File: config.mk
export PLATFORM = sky130hd
export DESIGN_NAME = aes128_key_expansion
export DESIGN_NICKNAME = d
export VERILOG_FILES = /design/src/rtl/core/aes128ke_pkg.sv /design/src/rtl/core/aes128ke_round.sv /design/src/rtl/core/aes128_key_expansion.sv
export SDC_FILE = /design/constraint.sdc
export NUM_CORES = 1
export LEC_CHECK = 0
export BUFFER_PORTS_ARGS = -buffer_cell sky130_fd_sc_hd__buf_2
export CORE_ASPECT_RATIO = 0.5
export CORE_UTILIZATION = 30
export DETAILED_ROUTE_END_ITERATION = 7
export PLACE_DENSITY = 0.46
export SETUP_SLACK_MARGIN = 0.02
export SLEW_MARGIN = 20
export SYNTH_ARGS = -nofsm -noshare
export SYNTH_HDL_FRONTEND = slang
export SYNTH_SLANG_ARGS = --single-unit
export TNS_END_PERCENT = 10
File: constraint.sdc
create_clock -name i_clk -period 4.3 [get_ports i_clk]
set_input_delay 0.86 -clock i_clk [delete_from_list [all_inputs] [get_ports i_clk]]
set_output_delay 0.86 -clock i_clk [all_outputs]
set_load 0.01 [all_outputs]
File: src/rtl/core/aes128ke_pkg.sv
`default_nettype none
package aes128ke_pkg;

    localparam int NUM_ROUNDS = 10;
    localparam int KEY_W      = 128;
    localparam int HALF_W     = 64;
    localparam int IDX_W      = 4;
    localparam int IN_DATA_W  = 128;
    localparam int OUT_DATA_W = 136;

    typedef logic [KEY_W-1:0] t_key;
    typedef logic [IDX_W-1:0] t_round;

    localparam t_round LAST_ROUND = t_round'(NUM_ROUNDS);

    localparam logic [7:0] SBOX [0:255] = '{
        8'h63,8'h7c,8'h77,8'h7b,8'hf2,8'h6b,8'h6f,8'hc5,8'h30,8'h01,8'h67,8'h2b,8'hfe,8'hd7,8'hab,8'h76,
        8'hca,8'h82,8'hc9,8'h7d,8'hfa,8'h59,8'h47,8'hf0,8'had,8'hd4,8'ha2,8'haf,8'h9c,8'ha4,8'h72,8'hc0,
        8'hb7,8'hfd,8'h93,8'h26,8'h36,8'h3f,8'hf7,8'hcc,8'h34,8'ha5,8'he5,8'hf1,8'h71,8'hd8,8'h31,8'h15,
        8'h04,8'hc7,8'h23,8'hc3,8'h18,8'h96,8'h05,8'h9a,8'h07,8'h12,8'h80,8'he2,8'heb,8'h27,8'hb2,8'h75,
        8'h09,8'h83,8'h2c,8'h1a,8'h1b,8'h6e,8'h5a,8'ha0,8'h52,8'h3b,8'hd6,8'hb3,8'h29,8'he3,8'h2f,8'h84,
        8'h53,8'hd1,8'h00,8'hed,8'h20,8'hfc,8'hb1,8'h5b,8'h6a,8'hcb,8'hbe,8'h39,8'h4a,8'h4c,8'h58,8'hcf,
        8'hd0,8'hef,8'haa,8'hfb,8'h43,8'h4d,8'h33,8'h85,8'h45,8'hf9,8'h02,8'h7f,8'h50,8'h3c,8'h9f,8'ha8,
        8'h51,8'ha3,8'h40,8'h8f,8'h92,8'h9d,8'h38,8'hf5,8'hbc,8'hb6,8'hda,8'h21,8'h10,8'hff,8'hf3,8'hd2,
        8'hcd,8'h0c,8'h13,8'hec,8'h5f,8'h97,8'h44,8'h17,8'hc4,8'ha7,8'h7e,8'h3d,8'h64,8'h5d,8'h19,8'h73,
        8'h60,8'h81,8'h4f,8'hdc,8'h22,8'h2a,8'h90,8'h88,8'h46,8'hee,8'hb8,8'h14,8'hde,8'h5e,8'h0b,8'hdb,
        8'he0,8'h32,8'h3a,8'h0a,8'h49,8'h06,8'h24,8'h5c,8'hc2,8'hd3,8'hac,8'h62,8'h91,8'h95,8'he4,8'h79,
        8'he7,8'hc8,8'h37,8'h6d,8'h8d,8'hd5,8'h4e,8'ha9,8'h6c,8'h56,8'hf4,8'hea,8'h65,8'h7a,8'hae,8'h08,
        8'hba,8'h78,8'h25,8'h2e,8'h1c,8'ha6,8'hb4,8'hc6,8'he8,8'hdd,8'h74,8'h1f,8'h4b,8'hbd,8'h8b,8'h8a,
        8'h70,8'h3e,8'hb5,8'h66,8'h48,8'h03,8'hf6,8'h0e,8'h61,8'h35,8'h57,8'hb9,8'h86,8'hc1,8'h1d,8'h9e,
        8'he1,8'hf8,8'h98,8'h11,8'h69,8'hd9,8'h8e,8'h94,8'h9b,8'h1e,8'h87,8'he9,8'hce,8'h55,8'h28,8'hdf,
        8'h8c,8'ha1,8'h89,8'h0d,8'hbf,8'he6,8'h42,8'h68,8'h41,8'h99,8'h2d,8'h0f,8'hb0,8'h54,8'hbb,8'h16
    };

    // Round constant for rounds 1..10; top byte of the first word.
    function automatic logic [7:0] rcon(input t_round round);
        logic [7:0] rc;
        case (round)
            4'd1:    rc = 8'h01;
            4'd2:    rc = 8'h02;
            4'd3:    rc = 8'h04;
            4'd4:    rc = 8'h08;
            4'd5:    rc = 8'h10;
            4'd6:    rc = 8'h20;
            4'd7:    rc = 8'h40;
            4'd8:    rc = 8'h80;
            4'd9:    rc = 8'h1b;
            4'd10:   rc = 8'h36;
            default: rc = 8'h00;
        endcase
        return rc;
    endfunction

endpackage
`default_nettype wire

File: src/rtl/core/aes128ke_round.sv
`default_nettype none
module aes128ke_round (
    input  wire aes128ke_pkg::t_key   i_key,
    input  wire aes128ke_pkg::t_round i_round,
    output aes128ke_pkg::t_key        o_key
);
    import aes128ke_pkg::*;

    logic [31:0] w0, w1, w2, w3;
    logic [31:0] rot, sub, t;
    logic [31:0] n0, n1, n2, n3;

    always_comb begin
        {w0, w1, w2, w3} = i_key;
        rot = {w3[23:0], w3[31:24]};
        sub = {SBOX[rot[31:24]], SBOX[rot[23:16]], SBOX[rot[15:8]], SBOX[rot[7:0]]};
        t   = sub ^ {rcon(i_round), 24'h000000};
        n0  = w0 ^ t;
        n1  = w1 ^ n0;
        n2  = w2 ^ n1;
        n3  = w3 ^ n2;
    end

    assign o_key = {n0, n1, n2, n3};

endmodule
`default_nettype wire

File: src/rtl/core/aes128_key_expansion.sv
// Round key 0 is registered on the output in the cycle after the key beat is accepted.
// Throughput: 11 output beats per key, one per cycle while the output is not stalled; a
// new key is taken in the cycle after round 10 is produced if the output can advance, as
// keys are expanded one at a time by the single round-step unit making one round key per cycle.
// Reset (i_rst_n low, synchronous): drops any run in progress and the output beat.
`default_nettype none
module aes128_key_expansion (
    input  wire                                   i_clk,
    input  wire                                   i_rst_n,
    input  wire                                   s_axis_tvalid,
    output logic                                  s_axis_tready,
    // [63:0] key_high, [127:64] key_low
    input  wire  [aes128ke_pkg::IN_DATA_W-1:0]    s_axis_tdata,
    output logic                                  m_axis_tvalid,
    input  wire                                   m_axis_tready,
    // [3:0] round_index, [67:4] round_key_high, [131:68] round_key_low, [135:132] zero
    output logic [aes128ke_pkg::OUT_DATA_W-1:0]   m_axis_tdata,
    output logic                                  m_axis_tlast
);
    import aes128ke_pkg::*;

    // Expansion engine: r_key holds the round key last issued, r_round the next
    // round to compute, r_busy marks a run still in progress.
    logic   r_busy,  n_busy;
    t_round r_round, n_round;
    t_key   r_key,   n_key;

    // Output register, the skid point between engine and downstream.
    logic   r_out_valid, n_out_valid;
    t_round r_out_index, n_out_index;
    t_key   r_out_key,   n_out_key;
    logic   r_out_last,  n_out_last;

    logic   adv;
    logic   in_beat;
    t_key   in_key;
    t_key   step_key;

    // Advance whenever the output register is empty or being drained.
    assign adv           = !r_out_valid || m_axis_tready;
    assign s_axis_tready = adv && !r_busy;
    assign in_beat       = s_axis_tvalid && s_axis_tready;

    // Word 0 sits in the top bits of the internal key.
    assign in_key = {s_axis_tdata[HALF_W-1:0], s_axis_tdata[IN_DATA_W-1:HALF_W]};

    aes128ke_round u_round (
        .i_key   (r_key),
        .i_round (r_round),
        .o_key   (step_key)
    );

    always_comb begin
        n_busy      = r_busy;
        n_round     = r_round;
        n_key       = r_key;
        n_out_valid = r_out_valid;
        n_out_index = r_out_index;
        n_out_key   = r_out_key;
        n_out_last  = r_out_last;
        if (adv) begin
            if (r_busy) begin
                // Issue the next round key and keep it as the seed of the one after.
                n_out_valid = 1'b1;
                n_out_index = r_round;
                n_out_key   = step_key;
                n_out_last  = (r_round == LAST_ROUND);
                n_key       = step_key;
                n_round     = r_round + t_round'(1);
                n_busy      = (r_round != LAST_ROUND);
            end else if (in_beat) begin
                // Round 0 is the key itself.
                n_out_valid = 1'b1;
                n_out_index = '0;
                n_out_key   = in_key;
                n_out_last  = 1'b0;
                n_key       = in_key;
                n_round     = t_round'(1);
                n_busy      = 1'b1;
            end else begin
                n_out_valid = 1'b0;
            end
        end
    end

    always_ff @(posedge i_clk) begin
        if (!i_rst_n) begin
            r_busy      <= 1'b0;
            r_round     <= '0;
            r_out_valid <= 1'b0;
        end else begin
            r_busy      <= n_busy;
            r_round     <= n_round;
            r_out_valid <= n_out_valid;
        end
    end

    always_ff @(posedge i_clk) begin
        r_key       <= n_key;
        r_out_index <= n_out_index;
        r_out_key   <= n_out_key;
        r_out_last  <= n_out_last;
    end

    assign m_axis_tvalid = r_out_valid;
    assign m_axis_tlast  = r_out_last;
    assign m_axis_tdata  = {4'b0000, r_out_key[HALF_W-1:0], r_out_key[KEY_W-1:HALF_W],
                            r_out_index};

endmodule
`default_nettype wire

# Word level (Yosys, flattened, before mapping)
# Memory sizes are Yosys's and may differ from the RTL's. A register that Yosys moved wholly into a read port is not among the register bits.
# Index checks and enable logic that the tools add are counted.
[word_totals] memories=5 romBits=8320 ff_bits=139 input_bits=132
[memory_table] memory="(name not given)" words=256 width=8 read_ports=1 rd_clocked_by_memory_dff=0 write_ports=0 line_no="aes128ke_round.sv:16" text="sub = {SBOX[rot[31:24]], SBOX[rot[23:16]], SBOX[rot[15:8]], SBOX[rot[7:0]]};"
[memory_table] memory="(name not given)" words=256 width=8 read_ports=1 rd_clocked_by_memory_dff=0 write_ports=0 line_no="aes128ke_round.sv:16"
[memory_table] memory="(name not given)" words=256 width=8 read_ports=1 rd_clocked_by_memory_dff=0 write_ports=0 line_no="aes128ke_round.sv:16"
[memory_table] memory="(name not given)" words=256 width=8 read_ports=1 rd_clocked_by_memory_dff=0 write_ports=0 line_no="aes128ke_round.sv:16"
[memory_table] memory="(name not given)" words=16 width=8 read_ports=1 rd_clocked_by_memory_dff=1 write_ports=0 line_no="aes128ke_pkg.sv:38" text="case (round)"
[op_classes] bitwise_logic=9 eq_ne=2 muxes=21 n_addsub=1 magnitude_cmp=4 n_reduce_logical=7
[op_table] cell="$mux 128" count=2
[op_table] cell="$xor 32x32->32" count=5
[op_table] cell="$mux 8" count=8
[op_table] cell="$ge 9x9->1 const B" count=4
[op_table] cell="$not 8->9" count=4
[op_table] cell="$mux 4" count=6
[op_table] cell="$mux 1" count=5
[op_table] cell="$add 4x1->4 const B" count=1
[op_table] cell="$eq 4x4->1 const B" count=1
[op_table] cell="$ne 4x4->1 const B" count=1
[op_table] cell="$logic_and 1x1->1" count=2
[op_table] cell="$logic_not 1->1" count=2
[op_table] cell="$reduce_and 2->1" count=1
[op_table] cell="$reduce_bool 2->1" count=1
[op_table] cell="$logic_or 1x1->1" count=1

# Logic depth before layout (Yosys ltp)
[depth] word_depth=10 ltp_mapped=15 mapped_depth_nobuf=11

# Hierarchy
# A second synthesis with hierarchy kept.
[hier_totals] cells_unflattened=2674 area_unflattened_um2=22256.3
[modules_own_cells] mod="aes128ke_round" seq_area_each_um2=0.0 cells_each=2351 instances=1 area_per_inst_um2=16339.4
[modules_own_cells] mod="aes128_key_expansion" seq_area_each_um2=4113.9 cells_each=323 instances=1 area_per_inst_um2=5916.9

# Least setup slack after synthesis
# Ideal clock, no wire load.
[synth_path] path_kind="input port to flip-flop" start="input m_axis_tready" end="register with a tool-made name" arrival_time_ns=4.427 setup_ns=0.130 t_required_ns=4.170 stages=8 slack_ns=-0.257 n_path_buf=0 path_cell_list="nand2b_1 > o21ai_1 > inv_1 > nand2_1 > xnor2_1 > nor2_1 > nand2_1 > o21ai_0"
[synth_lines] item="start: declaration" line_no="aes128_key_expansion.sv:15" text="input wire m_axis_tready,"

==> impl_metrics.py <==
metrics = {
    "run_status": {
        "outcome": "finished with violations",
        "violations": "DRC",
    },
    "place": {
        "numPortBuffers": 266,
        "place_ws_ns": 0.258,
        "post-place-cells": 4019,
        "gp_congestion": 1.01,
        "dp_hpwl_mm": 82.8,
    },
    "sta": {
        "hold_viol_final": 0,
        "finalCritPeriodShare_pct": 96.8,
        "slew_headroom_pct": 28.9,
        "rsz0062_at_grt": "false",
        "finalWorstSetupSlack_ns": 0.136,
        "finalSetupViolations": 0,
        "slew_violations": 0,
        "finalClockSkew_ns": 0.0230,
        "finalSetupTns_ns": 0,
        "fin_crit_ns": 4.16,
        "max_freq_mhz": 240,
        "worst_slew_pin_slew_ns": 1.07,
    },
    "critical_path": {
        "worstPathCellList": "buf_4 -> buf_4 -> nor2b_1 -> a22oi_1 -> o221ai_1 -> mux2_2 -> o21ai_0 -> mux2i_1 -> xnor3_1 -> xnor2_1 -> mux2_2",
        "path_buf_inv": 2,
        "worst_setup_path_start_kind": "flop",
        "required_ns": 4.50,
        "cpLargestDelayFamily": "multiplexers",
        "r2r-end": "r_out_key[53]",
        "critical_path.reg2reg.startpoint": "r_out_key[9]",
        "endpoint_kind": "flop",
        "cp_max_fo": 20,
        "worst_ep_arrival_time_ns": 4.36,
        "worstSetupPathType": "flop to flop",
        "r2r_cells": 11,
        "reg2reg_setup_slack_ns": 0.14,
        "max_stage_delay_ns": 0.71,
        "slowest_stage": "nor2b_1",
    },
    "clocking": {
        "postCtsSetupBuffers": 0,
        "htreeDepth": 4,
        "clock_path_buffers": 2,
        "clockRootBuffer": "clkbuf_16",
        "cts.sinks": 147,
        "clk_pin_slew_ns": 0.08,
        "clk_latency_ns": 0.44,
        "cts_made_buffers": 17,
        "tritoncts": "done",
    },
    "cells_and_area": {
        "area_growth_pct": 16.6,
        "drive_gt1_share_pct": 22.8,
        "nFillCells": 7846,
        "final_cells": 4055,
        "nNetsFinal": 3264,
        "utilization_pct": 35.6,
    },
    "pwr": {
        "p_per_area_mw_per_mm2": 998,
        "leakagePower_uw": 0.0101,
        "vdd_drop_max_uv": 311,
    },
    "grt": {
        "grt_max_degree": 95,
        "grt-busiest-layer": "met2",
        "antenna_found_initial": 4,
        "grt.total_usage_pct": 28.3,
        "grt_pass1_wl_mm": 164,
        "use_met1_pct": 39.4,
        "grt_pass1_vias": 23600,
        "grt_use_met3_pct": 3.98,
        "overflow": 0,
        "grt_use_met2_pct": 45.1,
    },
    "logic_synthesis": {
        "synth-seq-area-share_pct": 19.0,
        "synth_seq_cells": 147,
        "synth.avg_cell_area_um2": 7.89,
        "synth_edf_count": 133,
        "synth_area_mm2": 0.0225,
        "synth-async-reset-ratio_pct": 0,
        "synth_warnings": 0,
        "synthesis.instances": 2846,
        "synth_ff_type": "edfxtp_1",
        "synth_cell_types": 101,
    },
    "hold_path": {
        "hold_depth": 2,
        "hp-class": "flop to flop",
        "holdPathEnd": "r_round[0]",
        "hold_path_startpoint": "r_round[0]",
    },
    "drt": {
        "vias_per_cell": 6.31,
        "postRouteAntennaNets": 0,
        "num_vias": 25600,
        "routed_wl_mm": 112,
        "drt_iter0_markers": 3872,
        "wl_per_cell_um": 27.7,
        "drc_errors": 1,
        "drtPass1Iterations": 8,
    },
    "floorplanning": {
        "start_util_pct": 30.5,
        "dieArea_mm2": 0.0760,
        "ios": 271,
        "die_x_um": 389,
        "die_h_um": 196,
        "core-area_mm2": 0.0736,
        "rows": 70,
    },
    "run": {
        "drv_cap": 0,
    },
}
==> per-layer routing <==
layer / routed length [um] / vias to the layer above
li1: - / 11200
met1: 47200 / 12500
met2: 51000 / 1656
met3: 10200 / 245
met4: 3740 / 2
met5: 13 / -
==> layout by cell type, fill, tap and decap left out, types with 29 or more instances in the layout <==
cell type | Yosys | layout
buf_2 | 118 | 266
nor2_1 | 234 | 234
buf_4 | 33 | 225
a21oi_1 | 214 | 214
nand2_1 | 177 | 177
o21ai_0 | 156 | 156
edfxtp_1 | 133 | 133
nand2b_1 | 113 | 113
xnor2_1 | 91 | 91
nand3_1 | 90 | 90
nor2b_1 | 88 | 88
nor3_1 | 82 | 82
mux2_2 | 74 | 74
ha_1 | 66 | 66
mux2i_1 | 58 | 58
a211oi_1 | 58 | 58
a31oi_1 | 57 | 57
inv_1 | 51 | 50
a311oi_1 | 40 | 40
o311ai_0 | 35 | 35
and2_1 | 33 | 33
nor3b_1 | 31 | 31
xor2_1 | 29 | 29
==> where the power goes <==
group	leakage (uW)	switching, uW	total [uW]	internal (uW)
registers	0.00142	564	2810	2240
clock network	0.000282	675	1590	915
logic	0.00841	13200	21800	8580
total	0.0101	14400	26200	11700
==> area by class of cell <==
| cell class | count | area [um^2] | area share (%) |
|---|---|---|---|
| well taps | 972 | 1220 | 4.64 |
| flip-flops and latches | 147 | 4280 | 16.3 |
| repair buffers | 512 | 3440 | 13.1 |
| clock inverters | 13 | 158 | 0.602 |
| multi-input cells | 2327 | 16400 | 62.7 |
| inverters | 61 | 235 | 0.898 |
| diodes | 4 | 10.0 | 0.0382 |
| clock buffers | 19 | 433 | 1.65 |
==> cell families after synthesis <==
group           synth area share, %
compound gates                 29.5
xor+xnor                       8.19
fa+ha+maj                      3.68
buf+inv                        7.93
flops                          19.0
mux                            8.90
other cells                  0.0167
simple gates                   22.7
==> synth_stat cells (18+ instances only) <==
| master | number | share of area, % |
|---|---|---|
| nor2_1 | 234 | 3.9 |
| a21oi_1 | 214 | 4.8 |
| nand2_1 | 177 | 3.0 |
| o21ai_0 | 156 | 3.5 |
| edfxtp_1 | 133 | 18 |
| clkbuf_1 | 131 | 2.2 |
| buf_2 | 118 | 2.6 |
| nand2b_1 | 113 | 3.1 |
| xnor2_1 | 91 | 3.5 |
| nand3_1 | 90 | 2.0 |
| nor2b_1 | 88 | 2.5 |
| nor3_1 | 82 | 1.8 |
| mux2_2 | 74 | 3.7 |
| ha_1 | 66 | 3.7 |
| a211oi_1 | 58 | 1.9 |
| mux2i_1 | 58 | 2.6 |
| a31oi_1 | 57 | 1.6 |
| inv_1 | 51 | 0.85 |
| a311oi_1 | 40 | 1.6 |
| o311ai_0 | 35 | 1.4 |
| and2_1 | 33 | 0.92 |
| buf_4 | 33 | 1.1 |
| nor3b_1 | 31 | 1.0 |
| xor2_1 | 29 | 1.1 |
| a221oi_1 | 27 | 1.1 |
| o211ai_1 | 27 | 0.90 |
| mux4_2 | 26 | 2.6 |
| or2_2 | 26 | 0.72 |
| a21o_1 | 25 | 0.84 |
| o2111ai_1 | 25 | 0.97 |
| o31ai_1 | 25 | 0.84 |
| or3_1 | 23 | 0.64 |
| a2111oi_0 | 21 | 0.82 |
| o22ai_1 | 21 | 0.58 |
| a32oi_1 | 20 | 0.78 |
| o221ai_1 | 20 | 0.78 |
| a211o_1 | 19 | 0.74 |
| nor4_1 | 18 | 0.50 |
==> through the flow <==
stage / total power [uW] / cell area, um^2 / hold slack, ns
final: 26200 / 26200 / 0.556
after detailed placement: 23800 / 25600 / 0.536
after global routing: 27500 / 26200 / 0.581
after global placement: 24200 / 25600 / 0.527
after floorplan: 16200 / 22500 / 0.502
after CTS: 25500 / 26200 / 0.559
==> state kept, by name, summed over array words and instances (netlist names), named ones only <==
register       count
r_out_index        4
r_busy             1
m_axis_tlast       1
m_axis_tvalid      1
r_out_key        128
r_round            4
==> how the worst max path moves through the flow <==
stage,from,end,slack (ns),depth (start not counted)
CTS,r_out_key[24],r_out_key[32],0.26,13
detailed placement,r_out_key[24],r_out_key[32],0.26,13
global placement,r_out_key[24],r_out_key[6],0.24,11
floorplan,r_out_key[1],r_out_key[9],0.38,14
finish,r_out_key[9],r_out_key[53],0.14,11
global route,r_out_key[9],r_out_key[18],0.03,12
==> worst min-delay path, cell delays in order, from the launching register on <==
cell,delay [ns]
dfxtp_1,0.34
inv_1,0.10
a21oi_1,0.06
==> timing repair <==
item	in CTS	in global routing
endpoints found under the setup margin	0	1
resized for setup	0	1
endpoints found under the hold margin	0	0
hold buffers	0	0
Power figures use the tool's default switching activity.
